[src/hw/rtl/sil_pkg.sv]
// ----------------------------------------------------------------------------
// sil_pkg: shared types and constants for the sorted insert list
// Request codes, result status codes, the back-end state type and the
// request record that travels from the front end to the back end.
// ----------------------------------------------------------------------------
package sil_pkg;

  localparam int unsigned DATA_W = 32;
  // Depth of the request queue between the front end and the back end.
  localparam int unsigned QDEPTH = 2;

  typedef enum logic {
    OP_INSERT = 1'b0,
    OP_DUMP   = 1'b1
  } opcode_t;

  typedef enum logic [1:0] {
    ST_INSERTED = 2'd0,
    ST_DROPPED  = 2'd1,
    ST_ELEMENT  = 2'd2,
    ST_EMPTY    = 2'd3
  } status_t;

  typedef enum logic {
    BK_IDLE = 1'b0,
    BK_DUMP = 1'b1
  } back_state_t;

  typedef struct packed {
    opcode_t                   op;
    logic signed [DATA_W-1:0]  value;
  } cmd_t;

endpackage

[src/hw/rtl/sil_front.sv]
// ----------------------------------------------------------------------------
// sil_front: request intake
// Registers each accepted request, classifies it and pushes it into the
// request queue.
// ----------------------------------------------------------------------------
module sil_front import sil_pkg::*; (
  input  logic                      clk,
  input  logic                      rst_n,
  input  logic                      in_valid,
  output logic                      in_stall,
  input  logic                      in_opcode,
  input  logic signed [DATA_W-1:0]  in_value,
  input  logic                      q_full,
  output logic                      q_push,
  output cmd_t                      q_push_cmd
);

  logic fr_valid_r;
  logic fr_valid_nxt;
  cmd_t fr_cmd_r;
  logic load;

  assign in_stall   = fr_valid_r && q_full;
  assign load       = in_valid && !in_stall;
  assign q_push     = fr_valid_r && !q_full;
  assign q_push_cmd = fr_cmd_r;

  always_comb begin
    fr_valid_nxt = load || (fr_valid_r && !q_push);
  end

  always_ff @(posedge clk) begin
    if (!rst_n) begin
      fr_valid_r <= 1'b0;
    end else begin
      fr_valid_r <= fr_valid_nxt;
    end
  end

  // The value field carries no meaning on a read-out, so it is zeroed.
  always_ff @(posedge clk) begin
    if (load) begin
      fr_cmd_r.op <= opcode_t'(in_opcode);
      if (opcode_t'(in_opcode) == OP_DUMP) begin
        fr_cmd_r.value <= '0;
      end else begin
        fr_cmd_r.value <= in_value;
      end
    end
  end

endmodule

[src/hw/rtl/sil_queue.sv]
// ----------------------------------------------------------------------------
// sil_queue: request queue
// A short first-in first-out queue that decouples intake from execution.
// ----------------------------------------------------------------------------
module sil_queue import sil_pkg::*; (
  input  logic clk,
  input  logic rst_n,
  input  logic push,
  input  cmd_t push_cmd,
  output logic full,
  input  logic pop,
  output logic avail,
  output cmd_t head_cmd
);

  localparam int unsigned PTR_W = (QDEPTH > 1) ? $clog2(QDEPTH) : 1;
  localparam int unsigned CNT_W = $clog2(QDEPTH + 1);

  cmd_t             mem_r [QDEPTH];
  logic [PTR_W-1:0] wr_ptr_r, wr_ptr_nxt;
  logic [PTR_W-1:0] rd_ptr_r, rd_ptr_nxt;
  logic [CNT_W-1:0] cnt_r, cnt_nxt;

  assign full     = (cnt_r == CNT_W'(QDEPTH));
  assign avail    = (cnt_r != '0);
  assign head_cmd = mem_r[rd_ptr_r];

  always_comb begin
    wr_ptr_nxt = wr_ptr_r;
    rd_ptr_nxt = rd_ptr_r;
    cnt_nxt    = cnt_r;
    if (push) begin
      wr_ptr_nxt = (wr_ptr_r == PTR_W'(QDEPTH - 1)) ? '0 : wr_ptr_r + PTR_W'(1);
    end
    if (pop) begin
      rd_ptr_nxt = (rd_ptr_r == PTR_W'(QDEPTH - 1)) ? '0 : rd_ptr_r + PTR_W'(1);
    end
    if (push && !pop) begin
      cnt_nxt = cnt_r + CNT_W'(1);
    end else if (pop && !push) begin
      cnt_nxt = cnt_r - CNT_W'(1);
    end
  end

  always_ff @(posedge clk) begin
    if (!rst_n) begin
      wr_ptr_r <= '0;
      rd_ptr_r <= '0;
      cnt_r    <= '0;
    end else begin
      wr_ptr_r <= wr_ptr_nxt;
      rd_ptr_r <= rd_ptr_nxt;
      cnt_r    <= cnt_nxt;
    end
  end

  always_ff @(posedge clk) begin
    if (push) begin
      mem_r[wr_ptr_r] <= push_cmd;
    end
  end

endmodule

[src/hw/rtl/sil_back.sv]
// ----------------------------------------------------------------------------
// sil_back: sorted store and result stage
// A row of compare cells inserts a value in place; a read-out walks the store
// one entry per cycle into the output register, unless out_stall holds it.
// ----------------------------------------------------------------------------
module sil_back import sil_pkg::*; #(
  parameter int unsigned CAPACITY = 16
) (
  input  logic                      clk,
  input  logic                      rst_n,
  input  logic                      q_avail,
  input  cmd_t                      q_head_cmd,
  output logic                      q_pop,
  output logic                      out_valid,
  input  logic                      out_stall,
  output logic signed [DATA_W-1:0]  out_item,
  output logic [1:0]                out_status,
  output logic                      out_last
);

  localparam int unsigned CNT_W = $clog2(CAPACITY + 1);
  localparam int unsigned IDX_W = $clog2(CAPACITY);

  back_state_t              state_r, state_nxt;
  logic [CNT_W-1:0]         count_r, count_nxt;
  logic [IDX_W-1:0]         idx_r, idx_nxt;
  logic signed [DATA_W-1:0] store_r [CAPACITY];
  logic signed [DATA_W-1:0] store_nxt [CAPACITY];
  logic                     ins_at [CAPACITY];
  logic                     do_insert;
  logic                     can_load;
  logic                     store_full;
  logic                     valid_r, valid_nxt;
  logic signed [DATA_W-1:0] item_r, item_nxt;
  status_t                  status_r, status_nxt;
  logic                     last_r, last_nxt;
  logic                     dump_last;

  assign can_load   = !valid_r || !out_stall;
  assign q_pop      = (state_r == BK_IDLE) && q_avail && can_load;
  assign store_full = (count_r == CNT_W'(CAPACITY));
  assign do_insert  = q_pop && (q_head_cmd.op == OP_INSERT) && !store_full;
  assign dump_last  = ((CNT_W'(idx_r) + CNT_W'(1)) == count_r);

  assign out_valid  = valid_r;
  assign out_item   = item_r;
  assign out_status = status_r;
  assign out_last   = last_r;

  // Each cell asks whether the new value goes at or before it. Unused cells
  // answer yes, so the answers are monotonic along the row.
  always_comb begin
    for (int i = 0; i < CAPACITY; i++) begin
      ins_at[i] = (CNT_W'(i) >= count_r) || (store_r[i] >= q_head_cmd.value);
    end
    for (int i = 0; i < CAPACITY; i++) begin
      if (i > 0 && ins_at[(i > 0) ? i - 1 : 0]) begin
        store_nxt[i] = store_r[(i > 0) ? i - 1 : 0];
      end else if (ins_at[i]) begin
        store_nxt[i] = q_head_cmd.value;
      end else begin
        store_nxt[i] = store_r[i];
      end
    end
  end

  // Next state.
  always_comb begin
    state_nxt = state_r;
    case (state_r)
      BK_IDLE: begin
        if (q_pop && q_head_cmd.op == OP_DUMP && count_r > CNT_W'(1)) begin
          state_nxt = BK_DUMP;
        end
      end
      BK_DUMP: begin
        if (can_load && dump_last) begin
          state_nxt = BK_IDLE;
        end
      end
      default: state_nxt = BK_IDLE;
    endcase
  end

  // Outputs and datapath.
  always_comb begin
    count_nxt  = count_r;
    idx_nxt    = idx_r;
    valid_nxt  = valid_r && out_stall;
    item_nxt   = item_r;
    status_nxt = status_r;
    last_nxt   = last_r;
    case (state_r)
      BK_IDLE: begin
        if (q_pop) begin
          valid_nxt = 1'b1;
          if (q_head_cmd.op == OP_INSERT) begin
            item_nxt = q_head_cmd.value;
            last_nxt = 1'b1;
            if (store_full) begin
              status_nxt = ST_DROPPED;
            end else begin
              status_nxt = ST_INSERTED;
              count_nxt  = count_r + CNT_W'(1);
            end
          end else if (count_r == '0) begin
            item_nxt   = '0;
            status_nxt = ST_EMPTY;
            last_nxt   = 1'b1;
          end else begin
            item_nxt   = store_r[0];
            status_nxt = ST_ELEMENT;
            last_nxt   = (count_r == CNT_W'(1));
            idx_nxt    = IDX_W'(1);
          end
        end
      end
      BK_DUMP: begin
        if (can_load) begin
          valid_nxt  = 1'b1;
          item_nxt   = store_r[idx_r];
          status_nxt = ST_ELEMENT;
          last_nxt   = dump_last;
          idx_nxt    = idx_r + IDX_W'(1);
        end
      end
      default: begin
        valid_nxt = 1'b0;
      end
    endcase
  end

  always_ff @(posedge clk) begin
    if (!rst_n) begin
      state_r <= BK_IDLE;
      count_r <= '0;
      idx_r   <= '0;
      valid_r <= 1'b0;
    end else begin
      state_r <= state_nxt;
      count_r <= count_nxt;
      idx_r   <= idx_nxt;
      valid_r <= valid_nxt;
    end
  end

  always_ff @(posedge clk) begin
    item_r   <= item_nxt;
    status_r <= status_nxt;
    last_r   <= last_nxt;
    if (do_insert) begin
      for (int i = 0; i < CAPACITY; i++) begin
        store_r[i] <= store_nxt[i];
      end
    end
  end

`ifndef SYNTHESIS
  a_count_bound: assert property (@(posedge clk) disable iff (!rst_n)
    count_r <= CNT_W'(CAPACITY))
    else $error("entry count above capacity");

  a_dump_index: assert property (@(posedge clk) disable iff (!rst_n)
    state_r == BK_DUMP |-> CNT_W'(idx_r) < count_r)
    else $error("read-out index past the stored entries");

  a_head_sorted: assert property (@(posedge clk) disable iff (!rst_n)
    count_r >= CNT_W'(2) |-> store_r[0] <= store_r[1])
    else $error("first two entries out of order");

  a_insert_count: assert property (@(posedge clk) disable iff (!rst_n)
    do_insert |=> count_r == $past(count_r) + CNT_W'(1))
    else $error("insert did not grow the store");

  a_full_holds: assert property (@(posedge clk) disable iff (!rst_n)
    q_pop && q_head_cmd.op == OP_INSERT && store_full |=> count_r == CNT_W'(CAPACITY))
    else $error("dropped insert changed the entry count");
`endif

endmodule

[src/hw/rtl/sorted_insert_list.sv]
// ----------------------------------------------------------------------------
// sorted_insert_list: bounded store of signed values kept in ascending order
// Inserts values ahead of the first equal or greater entry and streams the
// whole store out in order on request.
// ----------------------------------------------------------------------------
//
//   Channel  Direction  Handshake            Payload
//   in_      in         in_valid / in_stall   in_opcode, in_value
//   out_     out        out_valid / out_stall out_item, out_status, out_last
//
// An insert request gives a single result and a read-out one result per stored
// entry (one on an empty store); the output register takes one result per cycle
// unless out_stall holds it. A request passes the intake register, then the
// queue, then the output register.
// Reset is synchronous and active low; it clears the entry count and the queue.
// A result-side stall holds the output register and fills the queue, then
// in_stall rises.
//
module sorted_insert_list import sil_pkg::*; #(
  parameter int unsigned CAPACITY = 16
) (
  input  logic                      clk,
  input  logic                      rst_n,
  input  logic                      in_valid,
  output logic                      in_stall,
  input  logic                      in_opcode,
  input  logic signed [DATA_W-1:0]  in_value,
  output logic                      out_valid,
  input  logic                      out_stall,
  output logic signed [DATA_W-1:0]  out_item,
  output logic [1:0]                out_status,
  output logic                      out_last
);

  // Requests travel from intake to execution as one record.
  logic q_full;
  logic q_push;
  cmd_t q_push_cmd;
  logic q_pop;
  logic q_avail;
  cmd_t q_head_cmd;

  // The front end registers and classifies each request. Read-out requests
  // lose their value field here so that nothing downstream depends on it.
  sil_front u_front (
    .clk        (clk),
    .rst_n      (rst_n),
    .in_valid   (in_valid),
    .in_stall   (in_stall),
    .in_opcode  (in_opcode),
    .in_value   (in_value),
    .q_full     (q_full),
    .q_push     (q_push),
    .q_push_cmd (q_push_cmd)
  );

  // The queue lets intake continue while a long read-out is streaming.
  sil_queue u_queue (
    .clk      (clk),
    .rst_n    (rst_n),
    .push     (q_push),
    .push_cmd (q_push_cmd),
    .full     (q_full),
    .pop      (q_pop),
    .avail    (q_avail),
    .head_cmd (q_head_cmd)
  );

  // The back end owns the sorted store and the output register. Requests
  // are executed strictly in order, so a read-out always reflects every
  // insert accepted ahead of it.
  sil_back #(
    .CAPACITY (CAPACITY)
  ) u_back (
    .clk        (clk),
    .rst_n      (rst_n),
    .q_avail    (q_avail),
    .q_head_cmd (q_head_cmd),
    .q_pop      (q_pop),
    .out_valid  (out_valid),
    .out_stall  (out_stall),
    .out_item   (out_item),
    .out_status (out_status),
    .out_last   (out_last)
  );

endmodule

[config.mk]
export PLATFORM = sky130hd
export DESIGN_NAME = sorted_insert_list
export DESIGN_NICKNAME = d
export VERILOG_FILES = /design/src/hw/rtl/sil_pkg.sv /design/src/hw/rtl/sil_front.sv /design/src/hw/rtl/sil_queue.sv /design/src/hw/rtl/sil_back.sv /design/src/hw/rtl/sorted_insert_list.sv
export SDC_FILE = /design/constraint.sdc
export NUM_CORES = 2
export LEC_CHECK = 0
export BUFFER_PORTS_ARGS = -buffer_cell sky130_fd_sc_hd__clkbuf_2
export CAP_MARGIN = 20
export CELL_PAD_IN_SITES_DETAIL_PLACEMENT = 1
export CELL_PAD_IN_SITES_GLOBAL_PLACEMENT = 2
export CORE_MARGIN = 2
export CORE_UTILIZATION = 50
export DETAILED_ROUTE_END_ITERATION = 8
export PLACE_DENSITY = 0.93
export SETUP_SLACK_MARGIN = 0.3
export SLEW_MARGIN = 20
export SYNTH_ARGS = -nofsm -noshare
export SYNTH_HDL_FRONTEND = slang
export SYNTH_SLANG_ARGS = --single-unit
[constraint.sdc]
create_clock -name clk -period 12.3 [get_ports clk]
set_input_delay 1.23 -clock clk [delete_from_list [all_inputs] [get_ports clk]]
set_output_delay 1.23 -clock clk [all_outputs]
set_load 0.03 [all_outputs]
==> summary.log <==
INFO  power          power_per_cell_area=230mW/mm^2
INFO  logic_synthesis post-synth-top-area-fraction=44.7%
INFO  clocking       cts_hold_bufs=0
INFO  routing        vias_per_cell=7.33
INFO  place          dp_slack=5.60ns
INFO  floorplan      core_area=0.0855sqmm
INFO  logic_synthesis yosys-top-cells-count=sky130_fd_sc_hd__edfxtp_1, sky130_fd_sc_hd__ha_1, sky130_fd_sc_hd__mux2_2
INFO  routing        drc_errors=0
INFO  place          dp_cells=4322
INFO  clocking       htree_num_levels=3
INFO  timing         finalCriticalPeriod=7.14ns
INFO  clocking       clockBufferDepth=3
INFO  critical_path  arrival=7.41ns
INFO  place          post-dp-hpwl=124mm
INFO  critical_path  r2r.worst_path.cells=13
INFO  timing         rsz0062_at_grt=false
INFO  global_route   gr-total-overflow=0
INFO  logic_synthesis syn_inst=3200
INFO  logic_synthesis yosysSeqAreaShare=45.7%
INFO  logic_synthesis flip_flop_and_latch_count_after_synthesis=667
INFO  routing        drt-total-wl=180mm
INFO  floorplan      floorplan.die.width=298microns
INFO  global_route   grt_use_total=39.8%
INFO  job            max_cap_violations=0
INFO  critical_path  timing.critical_path.from_type=flop
INFO  routing        ant_nets=0
INFO  logic_synthesis synth.most_common_cell=sky130_fd_sc_hd__edfxtp_1
INFO  place          gp_weighted_congestion=1.02
INFO  clocking       worst_skew_pair.late_latency=0.67ns
INFO  logic_synthesis post_synth_num_cell_types=73
INFO  routing        drt_first_iter_violations=4322
INFO  timing         setup_total_negative_slack=0ns
INFO  timing         timing.final.ws_setup=5.16ns
INFO  clocking       clkSinkCount=667
INFO  power          max-vdd-ir-drop=0.000311V
INFO  logic_synthesis ys_dominant_reg_cell=sky130_fd_sc_hd__edfxtp_1
INFO  routing        detail_route.first_pass.iterations=8
INFO  timing         tightest_slew=1.23ns
INFO  clocking       clkSlewWorstSetupHoldPaths=0.06ns
INFO  floorplan      fp.dieH=298microns
INFO  final_layout   nNetsFinal=3818
INFO  timing         setup_viol_count_final=0
INFO  final_layout   areaGrowthSynthToFinish=10.5%
INFO  timing         fmax=140MHz
INFO  floorplan      floorplan.initialDensity=50.7%
INFO  logic_synthesis net_count_of_the_mapped_netlist=3755
INFO  logic_synthesis netlist_top_cells_area=sky130_fd_sc_hd__edfxtp_1, sky130_fd_sc_hd__ha_1, sky130_fd_sc_hd__mux2_2
INFO  worst_hold_path worstHoldPathCells=0
INFO  timing         hold_violations=0
INFO  logic_synthesis syn-mean-instance-area=13.5squm
INFO  routing        routed_wire_length_per_instance=40.1microns
INFO  global_route   grt_pass1_vias=33768
INFO  logic_synthesis synth_top_area_cell=sky130_fd_sc_hd__edfxtp_1
INFO  logic_synthesis ys_async_sr_fraction=0%
INFO  logic_synthesis synth-edff-count=646
INFO  clocking       cts_inserted_buffers=79
INFO  timing         timing.final.max_slew_violations=0
INFO  critical_path  worst_path_class_setup=reg2reg
INFO  timing         worst_slew_margin_rel=17.3%
INFO  worst_hold_path timing.hold.worst.class=reg2reg
INFO  clocking       post_cts_resize_count=0
INFO  logic_synthesis synthesis.area=0.0434sqmm
INFO  final_layout   layout-drive-gt1-share=27.9%
INFO  global_route   largest_net_degree_at_the_start_of_global_routing=106
INFO  timing         clock-skew-final=0.0387ns
INFO  critical_path  cp-end-kind=flop
INFO  logic_synthesis yosysWarnings=0
INFO  floorplan      io-pin-count=74
INFO  clocking       cts_tree=built
INFO  timing         fin_crit_sh=58.1%
INFO  power          leakagePower=17.7nW
INFO  floorplan      die_area=0.0891sqmm
INFO  critical_path  timing.critical_path.required=12.57ns
INFO  global_route   first_pass_grt_wire_length=253mm
INFO  clocking       cts-root-buf=sky130_fd_sc_hd__clkbuf_16
INFO  global_route   number_of_antenna_violations_at_the_first_check_in_global_routing=9
INFO  clocking       post_cts.repair.setup_buffers=0
INFO  outcome        outcome=finished clean
INFO  final_layout   instances_no_fill=4475
INFO  place          io_buffer_count=73
INFO  floorplan      floorplan.rows=107
INFO  routing        vias=32823
INFO  critical_path  critical_path_peak_fanout=33
INFO  worst_hold_path timing.hold.worst.start=u_front.q_push_cmd[25]$_SDFFCE_PP0P_
==> cells by family (layout without fill, tap and decap cells) <==
family          Yosys count  after routing  synth area share [%]
buf+inv                 235            364                  2.72
compound gates          593            593                  8.41
simple gates            557            557                  6.96
flops                   667            667                  45.7
xor+xnor                 13             13                 0.263
mux                     617            617                  21.0
fa+ha+maj               518            518                  14.9
other cells               0              2                     0
==> per-layer routing <==
| metal | global-route usage [%] | wire (microns) |
|---|---|---|
| met2 | 59.2 | 77900 |
| met3 | 13.8 | 24000 |
| met1 | 51.8 | 67300 |
| met4 | 19.9 | 10200 |
| met5 | 0.423 | 115 |
==> registers in the layout, indices dropped and copies added, names as in the netlist, named ones only <==
| register | flops |
|---|---|
| u_back.count_r | 5 |
| u_back.idx_r | 4 |
| u_back.out_item | 32 |
| u_back.out_last | 1 |
| u_back.out_status | 2 |
| u_back.out_valid | 1 |
| u_back.state_r | 1 |
| u_back.store_r | 512 |
| u_front.fr_valid_r | 1 |
| u_front.q_push_cmd | 33 |
| u_queue.cnt_r | 2 |
| u_queue.mem_r | 66 |
| u_queue.rd_ptr_r | 1 |
| u_queue.wr_ptr_r | 1 |
==> critical path, stage by stage (launching register included) <==
cell                       delay, ns
sky130_fd_sc_hd__dfxtp_2        0.31
sky130_fd_sc_hd__buf_4          0.37
sky130_fd_sc_hd__mux2_2         0.53
sky130_fd_sc_hd__inv_1          0.69
sky130_fd_sc_hd__ha_1           0.31
sky130_fd_sc_hd__nand4_1        0.47
sky130_fd_sc_hd__nor4_2         0.94
sky130_fd_sc_hd__a21boi_1       0.46
sky130_fd_sc_hd__o41a_1         0.29
sky130_fd_sc_hd__o21ai_0        0.17
sky130_fd_sc_hd__nor4b_4        0.19
sky130_fd_sc_hd__buf_4          0.40
sky130_fd_sc_hd__a21oi_4        0.84
sky130_fd_sc_hd__buf_4          0.65
==> cell usage in the layout, fill, tap and decap left out, types with 11 or more instances in the layout <==
cell and instances:
sky130_fd_sc_hd__inv_1 72, sky130_fd_sc_hd__nor2b_1 54, sky130_fd_sc_hd__a31oi_1 14, sky130_fd_sc_hd__nand3_1 60, sky130_fd_sc_hd__nand2_1 133, sky130_fd_sc_hd__dfxtp_1 15
sky130_fd_sc_hd__o21ai_0 84, sky130_fd_sc_hd__and4_1 29, sky130_fd_sc_hd__a21o_1 60, sky130_fd_sc_hd__edfxtp_1 646, sky130_fd_sc_hd__buf_4 61, sky130_fd_sc_hd__clkbuf_16 80
sky130_fd_sc_hd__nor4_1 15, sky130_fd_sc_hd__o211ai_1 24, sky130_fd_sc_hd__a22oi_1 32, sky130_fd_sc_hd__ha_1 518, sky130_fd_sc_hd__nand4_1 84, sky130_fd_sc_hd__a221o_1 11
sky130_fd_sc_hd__clkinv_1 17, sky130_fd_sc_hd__clkbuf_1 11, sky130_fd_sc_hd__mux2_2 360, sky130_fd_sc_hd__clkbuf_2 73, sky130_fd_sc_hd__clkinv_2 15, sky130_fd_sc_hd__a21oi_4 14
sky130_fd_sc_hd__nor3_1 81, sky130_fd_sc_hd__mux2_4 85, sky130_fd_sc_hd__mux4_2 160, sky130_fd_sc_hd__a21oi_1 268, sky130_fd_sc_hd__nor2_1 40, sky130_fd_sc_hd__o21a_1 20
==> final cells by class <==
class	count	area (sq um)
Antenna cell	2	5.00
Clock buffer	92	2060
Clock inverter	55	539
Fill cell	8189	37700
Inverter	72	270
Multi-Input combinational cell	2298	22700
Sequential cell	667	19800
Tap cell	1144	1430
Timing Repair Buffer	145	1100
==> path summary, 6_finish.rpt <==
check | end | slack (ns)
max | u_back.store_r[12][8]$_DFFE_PP_ | 5.16
min | u_queue.mem_r[1][25]$_DFFE_PP_ | 0.45
max reg2reg | u_back.store_r[12][8]$_DFFE_PP_ | 5.16
min reg2reg | u_queue.mem_r[1][25]$_DFFE_PP_ | 0.45
==> through the flow <==
step                total power [mW]  hold WS [ns]  util (%)  cell area (sq um)
global route                    11.3         0.460      56.0              47900
finish                          11.0         0.449      56.0              47900
floorplan                       6.37         0.421         -              43400
detailed placement              8.36         0.435      52.8              45200
global placement                8.09         0.423      52.6              45000
CTS                             10.8         0.449      55.8              47800
==> power breakdown <==
group,internal (mW),switching [mW]
Sequential,3.37,0.649
Combinational,1.67,2.90
Clock,1.37,1.05
No activity file was read; power rests on OpenSTA's default activity.
